`src/rtl/lz4d_pkg.sv`:
```
// ----------------------------------------------------------------------------
// LZ4 block decompressor package
// Payload words, parser-to-executor command word and status codes.
// ----------------------------------------------------------------------------
package lz4d_pkg;

   localparam int MIN_MATCH = 4;

   localparam logic [1:0] ST_OK       = 2'd0;
   localparam logic [1:0] ST_BAD_OFF  = 2'd1;
   localparam logic [1:0] ST_OVERFLOW = 2'd2;
   localparam logic [1:0] ST_TRUNC    = 2'd3;

   typedef struct packed {
      logic [7:0] in_byte;
      logic       in_last;
   } in_type;

   typedef struct packed {
      logic [63:0] out_data;
      logic [3:0]  out_count;
      logic [1:0]  out_status;
      logic        out_block_end;
      logic        out_run_last;
   } out_type;

   typedef enum logic [1:0] {
      CMD_LIT,
      CMD_COPY,
      CMD_STATUS
   } cmd_kind_type;

   typedef struct packed {
      cmd_kind_type kind;
      logic [7:0]   lit_byte;
      logic [7:0]   len;
      logic [15:0]  offset;
      logic [1:0]   status;
      logic         block_end;
   } cmd_type;

endpackage

```
`src/rtl/lz4d_cmd_fifo.sv`:
```
// ----------------------------------------------------------------------------
// LZ4 command queue
// Four-entry queue between parser and executor.
// ----------------------------------------------------------------------------
module lz4d_cmd_fifo (
   input  logic              clock,
   input  logic              reset,
   input  logic              wr_en,
   input  lz4d_pkg::cmd_type wr_cmd,
   output logic              full,
   input  logic              rd_en,
   output lz4d_pkg::cmd_type rd_cmd,
   output logic              empty
);
   import lz4d_pkg::*;

   cmd_type    slot_ff [4];
   logic [1:0] wr_ptr_ff, rd_ptr_ff;
   logic [2:0] count_ff;

   assign full   = (count_ff == 3'd4);
   assign empty  = (count_ff == 3'd0);
   assign rd_cmd = slot_ff[rd_ptr_ff];

   always_ff @(posedge clock) begin
      if (reset) begin
         wr_ptr_ff <= '0;
         rd_ptr_ff <= '0;
         count_ff  <= '0;
      end else begin
         if (wr_en) wr_ptr_ff <= wr_ptr_ff + 2'd1;
         if (rd_en) rd_ptr_ff <= rd_ptr_ff + 2'd1;
         count_ff <= count_ff + {2'd0, wr_en} - {2'd0, rd_en};
      end
      if (wr_en) slot_ff[wr_ptr_ff] <= wr_cmd;
   end

endmodule

```
`config.mk`:
```
export PLATFORM = sky130hd
export DESIGN_NAME = lz4d_cmd_fifo
export DESIGN_NICKNAME = d
export VERILOG_FILES = /design/src/rtl/lz4d_pkg.sv /design/src/rtl/lz4d_cmd_fifo.sv
export SDC_FILE = /design/constraint.sdc
export NUM_CORES = 1
export LEC_CHECK = 0
export ABC_AREA = 1
export BUFFER_PORTS_ARGS = -buffer_cell sky130_fd_sc_hd__buf_2
export CAP_MARGIN = 10
export CORE_ASPECT_RATIO = 0.8
export CORE_MARGIN = 2
export CORE_UTILIZATION = 52
export DETAILED_ROUTE_END_ITERATION = 16
export GPL_ROUTABILITY_DRIVEN = 1
export PLACE_DENSITY_LB_ADDON = 0.08
export SLEW_MARGIN = 10
export SYNTH_ARGS = -nofsm -noshare
export SYNTH_HDL_FRONTEND = slang
export SYNTH_SLANG_ARGS = --single-unit
```
`constraint.sdc`:
```
create_clock -name clock -period 1.6 [get_ports clock]
set_input_delay 0.08 -clock clock [delete_from_list [all_inputs] [get_ports clock]]
set_output_delay 0.08 -clock clock [all_outputs]
set_load 0.1 [all_outputs]
```
==> run_results.csv <==
group,metric,value,unit
drt,wl_per_cell,14.73,um
floorplan,io_pins,80,
sta,fin_setup_tns,-0.7447,ns
logic_synthesis,syn_area,0.006221,sq mm
logic_synthesis,yosysSeqAreaShare,0.7434,
floorplan,die_h,101.8,um
global_route,grt_max_degree,34,
clocking,cts.reportedPaths.clkPinSlew,0.06,ns
worst_setup_path,worstPathMaxFanout,33,
clocking,cts_buffers,17,
worst_setup_path,cpPeakStageDelay,0.46,ns
drt,via_per_inst,5.024,
worst_setup_path,worstPathArrival,1.60,ns
sta,min_period,1.679,ns
sta,tightest_slew,0.4920,ns
sta,clock_skew,0.005967,ns
drt,drt_iter0_drc,277,
drt,drcViolationCount,0,
floorplan,die-area,0.01286,sq mm
pwr,ir_drop,0.9179,mV
logic_synthesis,synth_fp_nets,536,
clocking,cts.sinks,157,
place,dp_hpwl,6927,um
worst_setup_path,worst-setup-path-type,"reg -> out",
run_status,status,"finished with violations",
finish,antennaDiodeCount,0,
worst_setup_path,worst-path-buf-inv,2,
finish,drive_above_1_share,0.2429,
place,pre_cts_ws,0.05303,ns
logic_synthesis,synthCells,488,
finish,fillers,737,
run_status,violations,"setup timing",
worst_setup_path,crit_family,"flip-flops",
pwr,powerDensity,1299,mW/mm^2
global_route,grt_usage,0.1920,
worst_setup_path,required,1.52,ns
global_route,grt_pass1_wl,18590,um
worst_setup_path,worstPathCellList,"buf_12, nand2_1, o211ai_1, nand2_1, buf_12",
clocking,clk-insertion-delay-late,0.41,ns
clocking,tritoncts,"built",
drt,drt_first_pass_iters,4,
logic_synthesis,synth-seq-cells,157,
place,placedInstanceArea,0.007483,sq mm
logic_synthesis,ys_async_sr_fraction,0,
worst_setup_path,crit_slowest_cell,"dfxtp_4",
floorplan,rows,35,
sta,max_freq,595.7,MHz
floorplan,core-area,0.01160,sq mm
sta,rsz0062_at_grt,"true",
sta,slew_violations,0,
logic_synthesis,yosys.area.top_type,"edfxtp_1",
min_path,holdCritPathClass,"in -> reg",
finish,fin_nets,670,
logic_synthesis,synth-main-ff-cell,"edfxtp_1",
drt,ant_nets,0,
floorplan,die_w,126.3,um
clocking,clockBufferDepth,2,
global_route,antenna_found_initial,0,
place,portBuffers,79,
sta,finalWorstSetupSlack,-0.07881,ns
finish,seq_area,0.004633,sq mm
finish,syn_to_final_growth,37.21,%
logic_synthesis,synth_edf_count,148,
finish,multiInputGateArea,0.001189,sq mm
drt,vias,3929,
worst_setup_path,cp-start-kind,"flop",
job,cap_violations,0,
clocking,cts_max_level,4,
logic_synthesis,synth.avg_cell_area,12.75,sq um
pwr,leakagePower,3.378,nW
floorplan,initial_core_util,0.5361,
sta,period_share,1.049,
sta,final_hold_viol_count,0,
logic_synthesis,synth.top_cell.area_share,0.7144,
global_route,grt_pass1_vias,3845,
logic_synthesis,synth_commonest_cells,"edfxtp_1 (148), inv_1 (91), nand2_1 (82)",
sta,slew_headroom,0.6743,
place,gp_congestion,0.7140,
drt,wirelength,11520,um
logic_synthesis,synth_cell_types,16,
logic_synthesis,synthTopCellsByArea,"edfxtp_1 (71%), inv_1 (5.5%), nand2_1 (4.9%)",
clocking,clockRootBuffer,"clkbuf_16",
global_route,overflow,0,
finish,design_area,0.008536,sq mm
logic_synthesis,synth.most_common_cell,"edfxtp_1",
sta,setup_viol,28,
logic_synthesis,ys_warn_count,0,
worst_setup_path,end_kind,"output port",
## final timing paths
path | startpoint | to | slack, ns | cells after the start
min | wr_en | wr_ptr_ff[0] | 0.05 | 3
max reg2reg | count_ff[0] | count_ff[2] | 0.06 | 9
min reg2reg | rd_ptr_ff[1] | flop | 0.48 | 2
max | flop | rd_cmd[9] | -0.08 | 5
## placed cells by master, fill, tap and decap left out, types with 6 or more instances in the layout
cell	synthesis	layout
nand2_2	0	10
buf_12	0	45
edfxtp_1	148	148
o211ai_1	37	37
nand2_1	82	72
a21oi_2	0	6
o21ai_0	41	28
clkbuf_16	0	17
o21ai_1	0	11
a21oi_1	43	37
buf_2	16	41
inv_1	91	87
dlygate4sd3_1	0	39
dfxtp_1	9	6
buf_4	5	9
ha_1	6	6
## metal layers
layer | track usage | wire length [um] | up-vias
met1 | 0.2398 | 5060 | 1885
met3 | 0.04450 | 544 | 6
met4 | 0.08030 | 72 | 0
li1 | - | - | 1957
met5 | 0 | 0 | -
met2 | 0.3296 | 5837 | 81
## worst min-delay path: stages
cell     delay [ns]
buf_2          0.15
inv_1          0.10
a21oi_1        0.07
## cell type report
type                    instances  area share
flip-flops and latches        157      0.5428
well taps                     148     0.02169
clock buffers                  19     0.05072
clock inverters                12     0.01437
multi-input cells             216      0.1393
repair buffers                139      0.1894
inverters                      91     0.04178
## stage by stage
stage / hold slack (ns) / total power, mW / utilization / instances
finish: 0.04767 / 11.09 / 0.7355 / 782
CTS: 0.03316 / 11.13 / 0.7309 / 781
global route: 0.09118 / 11.46 / 0.7355 / 782
detailed placement: 0.2728 / 7.308 / 0.6449 / 708
floorplan: 0.1512 / 6.398 / - / 488
global placement: 0.2725 / 7.277 / 0.6449 / 708
## power by group
part	switching, mW	internal [mW]	total (mW)
Sequential	0.0714	4.70	4.77
Clock	1.48	2.27	3.75
Combinational	1.72	0.853	2.57
## state kept, by name, summed over array words and instances, names as in the netlist, named ones only
signal     count
wr_ptr_ff      2
count_ff       3
rd_ptr_ff      2
slot_ff      148
## repair_timing
action,CTS,global route
hold buffers,39,0
setup endpoints to repair,37,39
pin swaps,6,8
cloned,0,0
buffers inserted,3,1
hold endpoints to repair,155,0
gates resized for setup,19,20
## kinds of logic after synthesis
logic type,share of synthesized area
fa+ha+maj,0.01529
simple gates,0.05350
compound gates,0.1122
buf+inv,0.07562
flops,0.7434
No activity file was read; power rests on OpenSTA's default activity.
