==> src/rtl/lz4d_pkg.sv <==
// ----------------------------------------------------------------------------
// LZ4 block decompressor package
// Payload words, parser-to-executor command word and status codes.
// ----------------------------------------------------------------------------
package lz4d_pkg;

   localparam int MIN_MATCH = 4;

   localparam logic [1:0] ST_OK       = 2'd0;
   localparam logic [1:0] ST_BAD_OFF  = 2'd1;
   localparam logic [1:0] ST_OVERFLOW = 2'd2;
   localparam logic [1:0] ST_TRUNC    = 2'd3;

   typedef struct packed {
      logic [7:0] in_byte;
      logic       in_last;
   } in_type;

   typedef struct packed {
      logic [63:0] out_data;
      logic [3:0]  out_count;
      logic [1:0]  out_status;
      logic        out_block_end;
      logic        out_run_last;
   } out_type;

   typedef enum logic [1:0] {
      CMD_LIT,
      CMD_COPY,
      CMD_STATUS
   } cmd_kind_type;

   typedef struct packed {
      cmd_kind_type kind;
      logic [7:0]   lit_byte;
      logic [7:0]   len;
      logic [15:0]  offset;
      logic [1:0]   status;
      logic         block_end;
   } cmd_type;

endpackage

==> src/rtl/lz4d_parser.sv <==
// ----------------------------------------------------------------------------
// LZ4 sequence parser
// Parses tokens, length extensions, literals and offsets; checks errors and
// issues at most one command word per input byte.
// ----------------------------------------------------------------------------
module lz4d_parser #(
   parameter int WINDOW_BYTES = 65536
) (
   input  logic             clock,
   input  logic             reset,
   input  lz4d_pkg::in_type in_item,
   input  logic             in_valid,
   input  logic [31:0]      capacity,
   output logic             cmd_valid,
   output lz4d_pkg::cmd_type cmd
);
   import lz4d_pkg::*;

   typedef enum logic [2:0] {
      PH_TOKEN, PH_LIT_EXT, PH_LITERALS, PH_OFF_LO, PH_OFF_HI, PH_MAT_EXT
   } phase_type;

   phase_type   phase_ff, phase_in;
   logic [3:0]  nib_ff, nib_in;
   logic [31:0] lit_ff, lit_in;
   logic [7:0]  off_lo_ff, off_lo_in;
   logic [7:0]  off_hi_keep_ff, off_hi_keep_in, off_hi_keep;
   logic [31:0] prod_ff, prod_in;
   logic        skip_ff, skip_in;

   logic [7:0]  b;
   logic        last;
   logic [32:0] lit_sum;
   logic [31:0] lit_sat;
   logic [15:0] offset;
   logic [7:0]  mlen;
   logic        failed;
   logic [1:0]  fail_status;

   function automatic logic too_big(input logic [31:0] p, input logic [31:0] extra,
                                    input logic [31:0] cap);
      return ({1'b0, p} + {1'b0, extra}) > {1'b0, cap};
   endfunction

   assign b       = in_item.in_byte;
   assign last    = in_item.in_last;
   assign lit_sum = {1'b0, lit_ff} + {25'd0, b};
   assign lit_sat = lit_sum[32] ? 32'hFFFF_FFFF : lit_sum[31:0];
   assign offset  = {b, off_lo_ff};
   assign mlen    = 8'({4'd0, nib_ff} + 8'(MIN_MATCH));

   always_comb begin
      phase_in    = phase_ff;
      nib_in      = nib_ff;
      lit_in      = lit_ff;
      off_lo_in   = off_lo_ff;
      prod_in     = prod_ff;
      skip_in     = skip_ff;
      cmd_valid   = 1'b0;
      cmd         = '0;
      cmd.kind    = CMD_STATUS;
      failed      = 1'b0;
      fail_status = ST_OK;
      if (in_valid) begin
         if (skip_ff) begin
            if (last) skip_in = 1'b0;
         end else begin
            case (phase_ff)
               PH_LIT_EXT: begin
                  lit_in = lit_sat;
                  if (too_big(prod_ff, lit_sat, capacity)) begin
                     failed = 1'b1; fail_status = ST_OVERFLOW;
                  end else if (b != 8'hFF) begin
                     phase_in = PH_LITERALS;
                  end
               end
               PH_LITERALS: begin
                  if (last && lit_ff > 32'd1) begin
                     failed = 1'b1; fail_status = ST_TRUNC;
                  end else begin
                     cmd_valid    = 1'b1;
                     cmd.kind     = CMD_LIT;
                     cmd.lit_byte = b;
                     prod_in      = prod_ff + 32'd1;
                     lit_in       = (lit_ff != 32'd0) ? lit_ff - 32'd1 : lit_ff;
                     if (lit_ff <= 32'd1) phase_in = PH_OFF_LO;
                  end
               end
               PH_OFF_LO: begin
                  off_lo_in = b;
                  phase_in  = PH_OFF_HI;
               end
               PH_OFF_HI: begin
                  if (offset == 16'd0 || {16'd0, offset} > prod_ff
                      || {1'b0, offset} > 17'(WINDOW_BYTES)) begin
                     failed = 1'b1; fail_status = ST_BAD_OFF;
                  end else if (too_big(prod_ff, {24'd0, mlen}, capacity)) begin
                     failed = 1'b1; fail_status = ST_OVERFLOW;
                  end else if (last && nib_ff == 4'hF) begin
                     failed = 1'b1; fail_status = ST_TRUNC;
                  end else begin
                     cmd_valid  = 1'b1;
                     cmd.kind   = CMD_COPY;
                     cmd.len    = mlen;
                     cmd.offset = offset;
                     prod_in    = prod_ff + {24'd0, mlen};
                     phase_in   = (nib_ff == 4'hF) ? PH_MAT_EXT : PH_TOKEN;
                  end
               end
               PH_MAT_EXT: begin
                  if (too_big(prod_ff, {24'd0, b}, capacity)) begin
                     failed = 1'b1; fail_status = ST_OVERFLOW;
                  end else if (last && b == 8'hFF) begin
                     failed = 1'b1; fail_status = ST_TRUNC;
                  end else begin
                     if (b != 8'd0) begin
                        cmd_valid  = 1'b1;
                        cmd.kind   = CMD_COPY;
                        cmd.len    = b;
                        cmd.offset = {off_hi_keep, off_lo_ff};
                     end
                     prod_in = prod_ff + {24'd0, b};
                     if (b != 8'hFF) phase_in = PH_TOKEN;
                  end
               end
               default: begin
                  nib_in = b[3:0];
                  lit_in = {28'd0, b[7:4]};
                  if (too_big(prod_ff, {28'd0, b[7:4]}, capacity)) begin
                     failed = 1'b1; fail_status = ST_OVERFLOW;
                  end else if (b[7:4] == 4'hF) begin
                     phase_in = PH_LIT_EXT;
                  end else if (b[7:4] != 4'd0) begin
                     phase_in = PH_LITERALS;
                  end else begin
                     phase_in = PH_OFF_LO;
                  end
               end
            endcase
            if (!failed && last) begin
               if (phase_in != PH_OFF_LO && phase_in != PH_TOKEN) begin
                  failed = 1'b1; fail_status = ST_TRUNC;
               end else begin
                  if (!cmd_valid) begin
                     cmd_valid = 1'b1;
                     cmd       = '0;
                     cmd.kind  = CMD_STATUS;
                  end
                  cmd.block_end = 1'b1;
                  phase_in = PH_TOKEN;
                  nib_in   = '0;
                  lit_in   = '0;
                  prod_in  = '0;
               end
            end
            if (failed) begin
               cmd_valid     = 1'b1;
               cmd           = '0;
               cmd.kind      = CMD_STATUS;
               cmd.status    = fail_status;
               cmd.block_end = 1'b1;
               phase_in      = PH_TOKEN;
               nib_in        = '0;
               lit_in        = '0;
               prod_in       = '0;
               skip_in       = !last;
            end
         end
      end
   end

   assign off_hi_keep    = off_hi_keep_ff;
   assign off_hi_keep_in = (in_valid && !skip_ff && phase_ff == PH_OFF_HI) ? b
                                                                          : off_hi_keep_ff;

   always_ff @(posedge clock) begin
      if (reset) begin
         phase_ff <= PH_TOKEN;
         nib_ff   <= '0;
         lit_ff   <= '0;
         prod_ff  <= '0;
         skip_ff  <= 1'b0;
      end else begin
         phase_ff <= phase_in;
         nib_ff   <= nib_in;
         lit_ff   <= lit_in;
         prod_ff  <= prod_in;
         skip_ff  <= skip_in;
      end
      off_lo_ff      <= off_lo_in;
      off_hi_keep_ff <= off_hi_keep_in;
   end

endmodule

==> config.mk <==
export PLATFORM = sky130hd
export DESIGN_NAME = lz4d_parser
export DESIGN_NICKNAME = d
export VERILOG_FILES = /design/src/rtl/lz4d_pkg.sv /design/src/rtl/lz4d_parser.sv
export SDC_FILE = /design/constraint.sdc
export NUM_CORES = 1
export LEC_CHECK = 0
export ABC_AREA = 1
export BUFFER_PORTS_ARGS = -buffer_cell sky130_fd_sc_hd__buf_2
export CELL_PAD_IN_SITES_DETAIL_PLACEMENT = 0
export CELL_PAD_IN_SITES_GLOBAL_PLACEMENT = 1
export CORE_UTILIZATION = 49
export DETAILED_ROUTE_END_ITERATION = 16
export PLACE_DENSITY = 0.94
export SYNTH_ARGS = -nofsm -noshare
export SYNTH_HDL_FRONTEND = slang
export SYNTH_SLANG_ARGS = --single-unit
==> constraint.sdc <==
create_clock -name clock -period 21.8 [get_ports clock]
set_input_delay 4.36 -clock clock [delete_from_list [all_inputs] [get_ports clock]]
set_output_delay 4.36 -clock clock [all_outputs]
set_load 0.01 [all_outputs]
==> out/results.txt <==
Final instance area: 16310 um2
Slew margin rel.: 16.42%
Synth Area in XOR/XNOR: 7.452%
Post-CTS Hold Buffers: 0
Post-synth EDFFs: 16
Worst-Margin Slew: 1.242 ns
# Post-CTS Setup Buffers: 0
Final Wtd Congestion: 1.076
Pin count of the biggest net entering global routing: 68
Final Slew Violations: 0
Status: completed
Crit share post-route: 79.51%
Simple-gate share of the synthesized area: 32.18%
CP dominant cell by count: nand2_1
Post-Synthesis Cells: 2496
Drt drc: 0
Number of port buffers: 81
Final Hold Vio Count: 0
Average wire per cell in the routed design: 23.52 um
Via/cell ratio: 6.219
Routed Antenna Nets: 0
Design Power: 717.5 uW
Power Internal: 363.1 uW
Core box area: 30670 um2
Worst clock skew: 0.01713 ns
Final core utilization: 53.17%
Die ar.: 31890 um2
Total of max-cap violations: 0
Area Overhead vs Synth: 6.731%
First DRT Iteration DRCs: 2175
Power Density: 44.00 nW/um2
Post-Syn Nets: 2751
Slowest Stage Delay on Critical Path: 0.50 ns
Static Leak: 7.894 nW
Clock share of power: 24.5%
Global-route wire length before repair: 100.0 mm
Layout cells sized above 1: 6.430%
Dpl cells: 2915
CP startpoint kind: primary input
# setup viols final: 0
Global route overflow: 0
Vias in the first global route: 16220
Synthesis-stage register bit count: 88
Placed Area: 16010 um2
Final Net Count: 2785
Fin cells: 2932
CP max-delay cell: nor3_1
Sequential area share after synthesis: 12.58%
Achievable frequency: 57.69 MHz
I/O pin cnt: 82
DR pass1 iterations: 6
Post_cts resized: 0
CTS Buf Count: 9
Post-synthesis adder-cell area fraction: 17.52%
Mean post-synth cell area: 6.122 um2
Crit path DAT: 12.97 ns
CP max FO: 15
Fin crit period: 17.33 ns
Fillcell total: 3299
Setup TNS: 0 ns
Kind of critical path: in2out
CP required: 17.44 ns
Combinational share of power: 48.5%
Multiplexer share of the synthesized area: 0%
Routed WL: 68.98 mm
Post-synth ARST share: 0%
Switch share: 49.39%
Largest family of logic cells by synthesized area: simple AND/OR/NAND/NOR gates
Clock-pin slew of the registers on the worst-case setup and hold paths: 0.08 ns
H-tree levels: 3
Rows: 64
Aggregate global-route resource usage: 43.05%
Synth Area in Compound Gates: 20.26%
Worst min path class: reg2reg
CTS sink cnt: 88
RSZ-0062 raised after global routing: no
CP Capture Type: output pin
Psw: 354.4 uW
Root Driver: clkbuf_16
Ys flop type: dfxtp_1
Initial core utilization: 49.82%
R2r setup slk: 12.58 ns
Die extent in x: 178.6 um
Synth cell types: 56
Initial antenna violation count: 3
Die height: 178.6 um
VDD IR max: 0.00004145 V
Bufs on Longest Clock Path: 2
Syn Std Cell Area: 15280 um2
Synth warn: 0
CTS tree: yes
Seq pwr share: 27.0%
DR vias: 18230
Skew-Pair Late Insertion Delay: 0.40 ns
Final HPWL DP: 53.90 mm
## final cells by class
type / count / area [um2] / share of cell area (%)
Clock buffer: 9 / 225.2 / 1.381
Inverter: 319 / 1197 / 7.342
Tap cell: 396 / 495.5 / 3.038
Multi-Input combinational cell: 2014 / 11860 / 72.72
Sequential cell: 88 / 1922 / 11.78
Timing Repair Buffer: 98 / 533.0 / 3.268
Clock inverter: 7 / 73.82 / 0.4527
Antenna cell: 1 / 2.502 / 0.01534
## registers in the layout, summed over array words and instances, names as in the netlist
name and count:
nib_ff 4, lit_ff 32, phase_ff 3, off_hi_keep 8
skip_ff 1, prod_ff 32, off_lo_ff 8
## power groups by stage
stage,sequential (mW),combinational (mW),clock (mW)
finish,0.194,0.348,0.176
global route,0.194,0.380,0.178
CTS,0.192,0.336,0.175
detailed placement,0.196,0.334,0
global placement,0.196,0.329,0
floorplan,0.184,0.232,0
## cell families after synthesis
logic type / Yosys count
and+or+nand+nor: 1132
AOI/OAI and AO/OA: 541
buffers and inverters: 394
adders and majority gates: 211
xor gates and xnor gates: 130
DFF: 88
## placed cells by master, fill, tap and decap left out, types with 6 or more instances in the layout
cell | netlist | layout
o2111ai_1 | 16 | 16
nor2_2 | 4 | 6
nor2_1 | 247 | 243
buf_4 | 3 | 17
edfxtp_1 | 16 | 16
nand3b_1 | 6 | 6
nand4_1 | 48 | 48
a211oi_1 | 13 | 13
o21a_1 | 6 | 6
nor4_1 | 20 | 20
xnor2_1 | 16 | 16
a21o_1 | 8 | 8
o221ai_1 | 9 | 9
clkbuf_16 | 0 | 9
inv_1 | 305 | 304
o21ai_0 | 166 | 166
nand3_1 | 137 | 137
a31oi_1 | 13 | 13
a22oi_1 | 21 | 21
buf_2 | 19 | 81
a21oi_1 | 218 | 218
clkinv_1 | 9 | 9
o22ai_1 | 10 | 10
o21ai_1 | 6 | 6
nand2_1 | 564 | 564
or2_2 | 7 | 7
a21boi_0 | 6 | 6
dfxtp_1 | 72 | 72
ha_1 | 206 | 206
o31ai_1 | 6 | 6
o211ai_1 | 30 | 30
nor3_1 | 64 | 62
xor2_1 | 114 | 114
nand2_2 | 9 | 9
nor2_4 | 5 | 7
inv_2 | 5 | 6
## routing by layer
layer  GRT usage, %  vias up  wire (um)
met2          67.68     1050      30140
li1               -     8541          -
met1          54.18     8417      27690
met5              0        -         36
met3          8.120      220       6672
met4          26.24        6       4434
## final timing paths
| path | endpoint | cells after the start | from |
|---|---|---|---|
| hold / removal | lit_ff[31] | 2 | lit_ff[31] |
| setup / recovery | cmd[22] | 50 | in_item[1] |
| setup reg to reg | prod_ff[25] | 45 | lit_ff[0] |
| hold reg to reg | lit_ff[31] | 2 | lit_ff[31] |
## synthesized netlist by cell type, drive strengths merged, types with 48 or more instances
master / instances / area share, %
nor2: 256 / 6.6
o21ai: 173 / 5.7
xor2: 114 / 6.5
dfxtp: 72 / 9.4
nand3: 140 / 4.7
nor3: 69 / 2.5
nand4: 49 / 2.1
nand2: 575 / 14
inv: 310 / 7.6
ha: 206 / 17
a21oi: 218 / 7.1
clkbuf: 48 / 1.2
## worst max-delay path: cells and delay by family
kind / cells / cell delay, ns
and+or+nand+nor: 31 / 4.06
adders and majority gates: 4 / 1.03
buffers and inverters: 3 / 0.76
AOI/OAI and AO/OA: 11 / 2.57
xor gates and xnor gates: 1 / 0.18
## per-stage QoR
stage	setup slack (ns)	hold WS [ns]
global route	3.459	0.5295
finish	4.466	0.4983
global placement	4.880	0.4788
CTS	4.517	0.4992
detailed placement	4.569	0.4883
floorplan	6.698	0.4549
No activity file was read; power rests on OpenSTA's default activity.
